`src/sv/ctsc_pkg.sv`:
```
`default_nettype none
// ----------------------------------------------------------------------------
// ctsc_pkg
// Shared types and constants for the capacitive touch sense controller.
// ----------------------------------------------------------------------------
package ctsc_pkg;

    localparam int CFG_W     = 20;
    localparam int CFG_IDX_W = 2;
    localparam int PHASE_W   = 3;

    // measurement phases
    localparam logic [PHASE_W-1:0] PH_IDLE      = 3'd0;
    localparam logic [PHASE_W-1:0] PH_DISCHARGE = 3'd1;
    localparam logic [PHASE_W-1:0] PH_CHARGE    = 3'd2;
    localparam logic [PHASE_W-1:0] PH_BOOST     = 3'd3;
    localparam logic [PHASE_W-1:0] PH_DRAIN     = 3'd4;

    // configuration register indexes
    localparam logic [CFG_IDX_W-1:0] CFG_DISCHARGE_TICKS = 2'd0;
    localparam logic [CFG_IDX_W-1:0] CFG_TIMEOUT_LIMIT   = 2'd1;
    localparam logic [CFG_IDX_W-1:0] CFG_TOUCH_THRESHOLD = 2'd2;

    localparam logic [CFG_W-1:0] DISCHARGE_TICKS_RST = 20'd10000;
    localparam logic [CFG_W-1:0] TIMEOUT_LIMIT_RST   = 20'd620000;
    localparam logic [CFG_W-1:0] TOUCH_THRESHOLD_RST = 20'd1000;
    localparam logic [CFG_W-1:0] DELAY_MAX           = 20'hFFFFF;

    typedef struct packed {
        logic             send_level;
        logic             recv_output_enable;
        logic             recv_drive_level;
        logic             done_res;
        logic             timed_out;
        logic [CFG_W-1:0] charge_count;
        logic             touched;
    } result_t;

endpackage
`default_nettype wire

```
`src/sv/ctsc_step.sv`:
```
`default_nettype none
// ----------------------------------------------------------------------------
// ctsc_step
// Next-state and per-tick result logic of the measurement sequencer.
// ----------------------------------------------------------------------------
module ctsc_step
    import ctsc_pkg::*;
#(
    parameter int COUNT_BITS = 20
)
(
    input  wire logic [PHASE_W-1:0]    phase,
    input  wire logic [CFG_W-1:0]      delay_count,
    input  wire logic [COUNT_BITS-1:0] total_count,
    input  wire logic [CFG_W-1:0]      discharge_ticks,
    input  wire logic [CFG_W-1:0]      timeout_limit,
    input  wire logic [CFG_W-1:0]      touch_threshold,
    input  wire logic                  start_req,
    input  wire logic                  recv_level,
    output logic      [PHASE_W-1:0]    phase_next,
    output logic      [CFG_W-1:0]      delay_next,
    output logic      [COUNT_BITS-1:0] total_next,
    output result_t                    res
);

    localparam int CW = (COUNT_BITS > CFG_W) ? COUNT_BITS : CFG_W;
    localparam logic [COUNT_BITS-1:0] COUNT_MAX = {COUNT_BITS{1'b1}};

    logic [COUNT_BITS-1:0] bumped;
    logic [CFG_W-1:0]      delay_inc;
    logic [CW-1:0]         limit_ext;
    logic [CW-1:0]         thresh_ext;
    logic [CW-1:0]         total_ext;
    logic [CW-1:0]         bumped_ext;
    logic                  limit_now;
    logic                  limit_bumped;
    logic                  finish_to;
    logic                  finish_ok;

    assign limit_ext    = CW'(timeout_limit);
    assign thresh_ext   = CW'(touch_threshold);
    assign total_ext    = CW'(total_count);
    assign bumped       = total_count + COUNT_BITS'(1);
    assign bumped_ext   = CW'(bumped);
    assign limit_now    = (total_ext >= limit_ext) || (total_count == COUNT_MAX);
    assign limit_bumped = (bumped_ext >= limit_ext) || (bumped == COUNT_MAX);
    assign delay_inc    = (delay_count != DELAY_MAX) ? delay_count + CFG_W'(1) : delay_count;

    always_comb
    begin
        phase_next             = phase;
        delay_next             = delay_count;
        total_next             = total_count;
        finish_to              = 1'b0;
        finish_ok              = 1'b0;
        res                    = '0;
        case (phase)
            PH_DISCHARGE:
            begin
                res.recv_output_enable = 1'b1;
                delay_next             = delay_inc;
                if (delay_inc >= discharge_ticks)
                begin
                    phase_next = PH_CHARGE;
                    delay_next = '0;
                end
            end
            PH_CHARGE:
            begin
                res.send_level = 1'b1;
                if (limit_now)
                begin
                    finish_to = 1'b1;
                end
                else if (recv_level)
                begin
                    phase_next = PH_BOOST;
                end
                else
                begin
                    total_next = bumped;
                    finish_to  = limit_bumped;
                end
            end
            PH_BOOST:
            begin
                res.send_level         = 1'b1;
                res.recv_output_enable = 1'b1;
                res.recv_drive_level   = 1'b1;
                phase_next             = PH_DRAIN;
            end
            PH_DRAIN:
            begin
                if (limit_now)
                begin
                    finish_to = 1'b1;
                end
                else if (recv_level)
                begin
                    total_next = bumped;
                    finish_to  = limit_bumped;
                end
                else
                begin
                    finish_ok = 1'b1;
                end
            end
            default:
            begin
                // unused codes fall back to idle
                phase_next = PH_IDLE;
                if (start_req)
                begin
                    phase_next = PH_DISCHARGE;
                    delay_next = '0;
                    total_next = '0;
                end
            end
        endcase

        // a clean finish leaves the count untouched this tick
        if (finish_to)
        begin
            res.done_res  = 1'b1;
            res.timed_out = 1'b1;
            phase_next    = PH_IDLE;
        end
        else if (finish_ok)
        begin
            res.done_res     = 1'b1;
            res.charge_count = total_ext[CFG_W-1:0];
            res.touched      = (total_ext > thresh_ext);
            phase_next       = PH_IDLE;
        end
    end

endmodule
`default_nettype wire

```
`src/sv/ctsc_skid.sv`:
```
`default_nettype none
// ----------------------------------------------------------------------------
// ctsc_skid
// Result register with a skid stage so the input side keeps moving while a
// result waits on the output.
// ----------------------------------------------------------------------------
module ctsc_skid
    import ctsc_pkg::*;
(
    input  wire logic    clk,
    input  wire logic    rst_n,
    input  wire logic    push,
    input  wire result_t push_data,
    output logic         can_push,
    output logic         out_valid,
    input  wire logic    out_ready,
    output result_t      out_data
);

    result_t out_reg;
    result_t skid_reg;
    logic    out_valid_reg;
    logic    skid_valid_reg;
    logic    out_free;

    assign can_push  = !skid_valid_reg;
    assign out_valid = out_valid_reg;
    assign out_data  = out_reg;
    assign out_free  = out_ready || !out_valid_reg;

    always_ff @(posedge clk or negedge rst_n)
    begin
        if (!rst_n)
        begin
            out_valid_reg  <= 1'b0;
            skid_valid_reg <= 1'b0;
        end
        else if (out_free)
        begin
            if (skid_valid_reg)
            begin
                out_valid_reg  <= 1'b1;
                skid_valid_reg <= 1'b0;
            end
            else
            begin
                out_valid_reg <= push;
            end
        end
        else if (push)
        begin
            skid_valid_reg <= 1'b1;
        end
    end

    always_ff @(posedge clk)
    begin
        if (out_free)
        begin
            if (skid_valid_reg)
            begin
                out_reg <= skid_reg;
            end
            else if (push)
            begin
                out_reg <= push_data;
            end
        end
        else if (push)
        begin
            skid_reg <= push_data;
        end
    end

endmodule
`default_nettype wire

```
`src/sv/capacitive_touch_sense_controller.sv`:
```
`default_nettype none
// ----------------------------------------------------------------------------
// capacitive_touch_sense_controller
// RC charge-time touch sensor sequencer: discharge, charge, boost, drain.
// ----------------------------------------------------------------------------
// a tick's result is registered in the output register, or in the skid register while the output is held
// throughput: one tick per cycle while in_ready is high; the sequencer state updates in a single pass
// a two-entry result buffer keeps input ready while one result waits
// reset clears the phase to idle, both counters to zero and loads the
// register defaults; no clearing pass is needed
module capacitive_touch_sense_controller
    import ctsc_pkg::*;
#(
    parameter int COUNT_BITS = 20
)
(
    input  wire logic                 clk,
    input  wire logic                 rst_n,
    input  wire logic                 cfg_wr_en,
    input  wire logic [CFG_IDX_W-1:0] cfg_addr,
    input  wire logic [CFG_W-1:0]     cfg_wdata,
    input  wire logic                 in_valid,
    output logic                      in_ready,
    input  wire logic                 start_req,
    input  wire logic                 recv_level,
    output logic                      out_valid,
    input  wire logic                 out_ready,
    output logic                      send_level,
    output logic                      recv_output_enable,
    output logic                      recv_drive_level,
    output logic                      done_res,
    output logic                      timed_out,
    output logic      [CFG_W-1:0]     charge_count,
    output logic                      touched
);

    logic [CFG_W-1:0]      discharge_ticks_reg;
    logic [CFG_W-1:0]      timeout_limit_reg;
    logic [CFG_W-1:0]      touch_threshold_reg;
    logic [PHASE_W-1:0]    phase_reg;
    logic [PHASE_W-1:0]    phase_next;
    logic [CFG_W-1:0]      delay_reg;
    logic [CFG_W-1:0]      delay_next;
    logic [COUNT_BITS-1:0] total_reg;
    logic [COUNT_BITS-1:0] total_next;
    logic                  in_xfer;
    result_t               step_res;
    result_t               out_res;

    assign in_xfer = in_valid && in_ready;

    always_ff @(posedge clk or negedge rst_n)
    begin
        if (!rst_n)
        begin
            discharge_ticks_reg <= DISCHARGE_TICKS_RST;
            timeout_limit_reg   <= TIMEOUT_LIMIT_RST;
            touch_threshold_reg <= TOUCH_THRESHOLD_RST;
        end
        else if (cfg_wr_en)
        begin
            case (cfg_addr)
                CFG_DISCHARGE_TICKS: discharge_ticks_reg <= cfg_wdata;
                CFG_TIMEOUT_LIMIT:   timeout_limit_reg   <= cfg_wdata;
                CFG_TOUCH_THRESHOLD: touch_threshold_reg <= cfg_wdata;
                default:             ;
            endcase
        end
    end

    always_ff @(posedge clk or negedge rst_n)
    begin
        if (!rst_n)
        begin
            phase_reg <= PH_IDLE;
            delay_reg <= '0;
            total_reg <= '0;
        end
        else if (in_xfer)
        begin
            phase_reg <= phase_next;
            delay_reg <= delay_next;
            total_reg <= total_next;
        end
    end

    ctsc_step #(
        .COUNT_BITS (COUNT_BITS)
    ) u_step (
        .phase           (phase_reg),
        .delay_count     (delay_reg),
        .total_count     (total_reg),
        .discharge_ticks (discharge_ticks_reg),
        .timeout_limit   (timeout_limit_reg),
        .touch_threshold (touch_threshold_reg),
        .start_req       (start_req),
        .recv_level      (recv_level),
        .phase_next      (phase_next),
        .delay_next      (delay_next),
        .total_next      (total_next),
        .res             (step_res)
    );

    ctsc_skid u_skid (
        .clk       (clk),
        .rst_n     (rst_n),
        .push      (in_xfer),
        .push_data (step_res),
        .can_push  (in_ready),
        .out_valid (out_valid),
        .out_ready (out_ready),
        .out_data  (out_res)
    );

    assign send_level         = out_res.send_level;
    assign recv_output_enable = out_res.recv_output_enable;
    assign recv_drive_level   = out_res.recv_drive_level;
    assign done_res           = out_res.done_res;
    assign timed_out          = out_res.timed_out;
    assign charge_count       = out_res.charge_count;
    assign touched            = out_res.touched;

    a_start_discharge: assert property (@(posedge clk) disable iff (!rst_n)
        (in_xfer && phase_reg == PH_IDLE && start_req) |=> (phase_reg == PH_DISCHARGE))
        else $error("idle start did not enter discharge");

    a_boost_one_tick: assert property (@(posedge clk) disable iff (!rst_n)
        (in_xfer && phase_reg == PH_BOOST) |=> (phase_reg == PH_DRAIN))
        else $error("boost lasted longer than one tick");

    a_touch_flags: assert property (@(posedge clk) disable iff (!rst_n)
        (out_valid && touched) |-> (done_res && !timed_out))
        else $error("touch reported without a clean finish");

    a_timeout_count: assert property (@(posedge clk) disable iff (!rst_n)
        (out_valid && timed_out) |-> (done_res && charge_count == '0))
        else $error("timeout result carries a count");

endmodule
`default_nettype wire
```
`config.mk`:
```
export PLATFORM = sky130hd
export DESIGN_NAME = capacitive_touch_sense_controller
export DESIGN_NICKNAME = d
export VERILOG_FILES = /design/src/sv/ctsc_pkg.sv /design/src/sv/ctsc_step.sv /design/src/sv/ctsc_skid.sv /design/src/sv/capacitive_touch_sense_controller.sv
export SDC_FILE = /design/constraint.sdc
export NUM_CORES = 1
export LEC_CHECK = 0
export BUFFER_PORTS_ARGS = -buffer_cell sky130_fd_sc_hd__buf_2
export CORE_AREA = 2 2 132 134
export CTS_CLUSTER_DIAMETER = 60
export DETAILED_ROUTE_END_ITERATION = 12
export DIE_AREA = 0 0 134 136
export GPL_ROUTABILITY_DRIVEN = 0
export PLACE_DENSITY = 0.77
export SETUP_SLACK_MARGIN = 0.3
export SLEW_MARGIN = 15
export SYNTH_ARGS = -nofsm -noshare
export SYNTH_HDL_FRONTEND = slang
export SYNTH_SLANG_ARGS = --single-unit
export TNS_END_PERCENT = 10
```
`constraint.sdc`:
```
create_clock -name clk -period 3.9 [get_ports clk]
set_input_delay 0.585 -clock clk [delete_from_list [all_inputs] [get_ports clk]]
set_output_delay 0.585 -clock clk [all_outputs]
set_load 0.01 [all_outputs]
```
# --- Word-level counts from Yosys, hierarchy flattened ---
# Cells that the tools add are included.
totals:
  reg_bits: 157
  inputBits: 29
  out_inout_bits: 28
  elab_cells: 107
classes:
  n_addsub: 2
  n_lt_le_gt_ge: 4
  eq_ne: 17
  muxes: 37
  n_bitwise: 3
  reduce_logical: 22
op_table:
  columns: ["operator", "count"]
  rows:
  - ["$mux W20", 7]
  - ["$ge A20 B20 Y1", 3]
  - ["$pmux W20 S3", 1]
  - ["$mux W26", 2]
  - ["$mux W21", 2]
  - ["$add A20 B1 Y20 const B", 2]
  - ["$eq A20 B20 Y1 const B", 2]
  - ["$pmux W20 S2", 1]
  - ["$gt A20 B20 Y1", 1]
  - ["$ne A20 B20 Y1 const B", 1]
  - ["$mux W1", 17]
  - ["$mux W3", 5]
  - ["$pmux W3 S4", 1]
  - ["$reduce_and A2 Y1", 5]
  - ["$ne A2 B2 Y1 const B", 4]
  - ["$reduce_and A7 Y1", 1]
  - ["$eq A3 B2 Y1 const B", 2]
  - ["$reduce_bool A2 Y1", 3]
  - ["$reduce_and A5 Y1", 1]
  - ["$ne A4 B1 Y1 const B", 1]
  - ["$ne A4 B2 Y1 const B", 1]
  - ["$ne A4 B4 Y1 const B", 1]
  - ["$reduce_or A2 Y1", 2]
  - ["$eq A3 B1 Y1 const B", 1]
  - ["other kinds (13)", 18]

# --- Logic depth before layout (Yosys ltp) ---
depth:
  word_depth: 9
  mapped_depth: 16
  depth_no_buf: 15

# --- Modules after synthesis ---
# Synthesis repeated with hierarchy kept, for this count alone.
hier_totals:
  hier_cells: 915
  hier_area_um2: 9984.6
by_module_without_submodules:
  columns: ["module", "instances", "cells_each", "area_per_inst_um2", "seq_area_each_um2"]
  rows:
  - ["ctsc_step", 1, 603, 4068.9, 0.0]
  - ["capacitive_touch_sense_controller", 1, 221, 3856.2, 2603.7]
  - ["ctsc_skid", 1, 91, 2059.5, 1611.5]

# --- Worst setup path before layout ---
# No wires, ideal clock.
synth_path:
  path_kind: "register -> register"
  from: "register delay_reg[0]"
  to: "register delay_reg[0]"
  setup_ns: 0.066
  arrival_time_ns: 3.783
  required_ns: 3.834
  slack_ns: 0.051
  stages_incl_launch_ff: 17
  n_path_buf: 1
  period_less_slack_ns: 3.849
  cell_sequence: "dfrtp_1 -> ha_1 -> nand2_1 -> or2_2 -> nor4_4 -> nor3_1 -> and4_1 -> xor2_1 -> ha_1 -> a21oi_1 -> o21ai_0 -> a2111oi_0 -> o41ai_1 -> a21o_1 -> nor2_1 -> buf_2 -> a22o_1"
synth_via:
  elab_chain_len: 5
  elab_cells_between_ends: 6
  classes_between: "add/sub (1); order compare (1); eq/ne (1); mux (3)"
synth_lines:
  columns: ["item", "line_no", "text"]
  rows:
  - ["start, declared", "capacitive_touch_sense_controller.sv:42", "logic [CFG_W-1:0] delay_reg;"]
  - ["start signal, assigned", "capacitive_touch_sense_controller.sv:82", "delay_reg <= delay_next;"]
  - ["$add A20 B1 Y20 or $ne A20 B20 Y1 (tied branches)", "ctsc_step.sv:47", "assign delay_inc = (delay_count != DELAY_MAX) ? delay_count + CFG_W'(1) : delay_count;"]
  - ["$mux W20 (*)", "ctsc_step.sv:47", null]
  - ["$ge A20 B20 Y1", "ctsc_step.sv:62", "if (delay_inc >= discharge_ticks)"]
  - ["$mux W20 (*)", "ctsc_step.sv:62", null]
  - ["$pmux W20 S2 (*)", "ctsc_step.sv:57", "case (phase)"]
# Every way passes the cells marked *; elsewhere a longest branch is shown, timed or not.
# A chain may end at the register's enable or synchronous reset.

# --- Worst setup path after layout ---
layout_path:
  from: "register delay_reg[0]"
  to: "register delay_reg[3]"
# The elaborated chain is that of the path after synthesis.

==> metrics.cfg <==
[run_status]
status=finished, final reports clean

[global_route]
grt_pass1_vias=6792
track_usage_pct=23.5
grt_pass1_wl_um=33600
grt_max_degree=69
overflow=0
antenna_found_initial=0

[routing]
drt_iter0_drc=564
postRouteWirelength_um=20600
dr.pass1.iters=7
post_drt_wl_per_cell_um=17.4
via_per_inst=5.75
vias=6820
ant_nets=0
drc=0

[clock_network]
cts_max_path_buffers=2
cts_tree=yes
cts_root_buffer=clkbuf_16
clock_latency_ps=430
htree_levels=4
cts_hold_buf=0
cts.sinks=157
cts-buffers-inserted=17
path_clk_slew_ps=70

[critical_path]
end_kind=flip-flop
cp.arrival_ps=4130
critical_path.max_fanout=5
startpoint_type=flip-flop
r2r-start=delay_reg[0]
required_ps=4270
crit_start=delay_reg[0]
critPathKind=reg2reg

[finish]
final_cell_mix=ha_1 (82), inv_1 (81), dfrtp_1 (79)
antenna_cells=0
final_common_cell=ha_1
final_net_count=1061
areaGrowthSynthToFinish_pct=16.4
drive_above_1_share_pct=28.3
final_area_um2=10700
final_core_util_pct=63.4
fill_cells=1305

[sta]
finalHoldViolCount=0
timing.hold.ws_ps=277
period_share_pct=96.5
max_slew.worst_pin.slew_ps=1090
clock_skew_ps=10.5
setup_viol=0
max_slew_margin_pct=27.3
rsz0062_at_grt=true
max_freq_mhz=266
period_needed_ps=3760
slew_violations=0

[logic_synthesis]
synth_area_um2=9190
synthCells=859
synth_edf_count=52
seq_area_frac_synth_pct=45.9
synth_async_sr_flop_share_pct=66.9
synth_ff_type=dfrtp_1
ys_seq_elements=157
yosys_warnings=0
syn_nets=971
ys_types=66
syn_area_per_cell_um2=10.7

[die]
core_region_area_um2=16900
die_w_um=134
dieArea_um2=18200
io_pins=57
rows=48
die-height_um=136
start_util_pct=54.5

[placed_design]
numPortBuffers=56
place_area_um2=9890
dp_hpwl_um=15100

[power_and_ir_drop]
p_per_area_nw_per_um2=531
ir_worst_vdd_mv=0.367
leakagePower_nw=4.95

[min_path]
worst_hold_path_type=in2async

[flow_run]
maxCapViolations=0

cell families after synthesis:
logic type | Yosys count | synth area share [%]
flops | 157 | 45.9
compound gates | 143 | 10.4
mux | 85 | 10.3
simple gates | 250 | 14.5
fa+ha+maj | 83 | 11.3
buf+inv | 110 | 4.72
xor+xnor | 31 | 2.95
what timing repair did:
action                     CTS  global route
gates resized for setup     13            25
setup buffers                2             8
cloned                       0             0
setup endpoints to repair   23            26
pin swaps                    3            10
where the power goes:
part	leakage [nW]	total [mW]	internal, mW	switching [mW]
Sequential	1.80	2.29	2.01	0.281
Clock	0.243	1.52	0.818	0.702
Combinational	2.91	1.87	0.785	1.08
Total	4.95	5.68	3.62	2.06
synthesized netlist by cell type (14+ instances only):
library cell / number / area share [%]
xnor2_1: 25 / 2.4
nand4_1: 20 / 1.4
nand3_1: 22 / 1.2
mux2_2: 70 / 8.6
o21ai_0: 42 / 2.3
a21oi_1: 27 / 1.5
clkbuf_1: 19 / 0.78
ha_1: 83 / 11
nor3_1: 15 / 0.82
mux2i_1: 14 / 1.5
nand2_1: 76 / 3.1
nor2_1: 32 / 1.3
nor4_1: 21 / 1.4
inv_1: 81 / 3.3
edfxtp_1: 52 / 17
a21o_1: 17 / 1.4
dfrtp_1: 84 / 23
dfstp_2: 21 / 6.0
a22o_1: 19 / 1.8
worst max-delay path, stage by stage (launching register included):
cell	delay (ps)
dfrtp_1	410
ha_4	170
nand2_1	40
or2_2	280
buf_4	160
nor4_4	160
nor3_1	130
and3_1	210
xor2_1	250
ha_1	340
a21oi_2	190
o21ai_2	110
a41oi_2	310
nor3_4	80
buf_4	140
a21o_4	230
buf_4	130
o21ai_0	170
a22o_1	160
worst paths after layout:
kind / to / slack (ps) / cells past startpoint
hold / removal: delay_reg[19] / 280 / 1
min in group clk: u_skid.out_valid / 400 / 3
setup / recovery: delay_reg[3] / 140 / 18
setup reg to reg: delay_reg[3] / 140 / 18
max in group asynchronous: timeout_limit_reg[6] / 2720 / 2
hold reg to reg: touch_threshold_reg[19] / 510 / 1
per-layer routing:
layer / vias to the layer above / global-route usage, % / share of wire, % / wire, um
met1: 3300 / 31.2 / 44 / 9110
met4: 0 / 10.6 / 3.0 / 613
met5: - / 0 / 0 / 0
li1: 3283 / - / - / -
met3: 48 / 3.69 / 4.3 / 879
met2: 189 / 38.1 / 49 / 10000
per-stage QoR:
step           std cells  TNS, ps  power [mW]  setup WS, ps
2_1_floorplan        859        0        3.50           319
3_3_place_gp        1145        0        4.01           147
4_1_cts             1179        0        5.63           285
3_5_place_dp        1145        0        4.09          15.1
6_report            1187        0        5.68           138
5_1_grt             1187    -27.4        6.06         -27.4
cell type report:
type	count	area, um^2	share of cell area [%]
repair buffers	99	613	5.73
multi-input cells	592	4740	44.3
flip-flops and latches	157	4220	39.4
clock inverters	15	115	1.08
inverters	82	308	2.88
well taps	225	282	2.63
clock buffers	17	425	3.97
No activity file was read; power rests on OpenSTA's default activity.
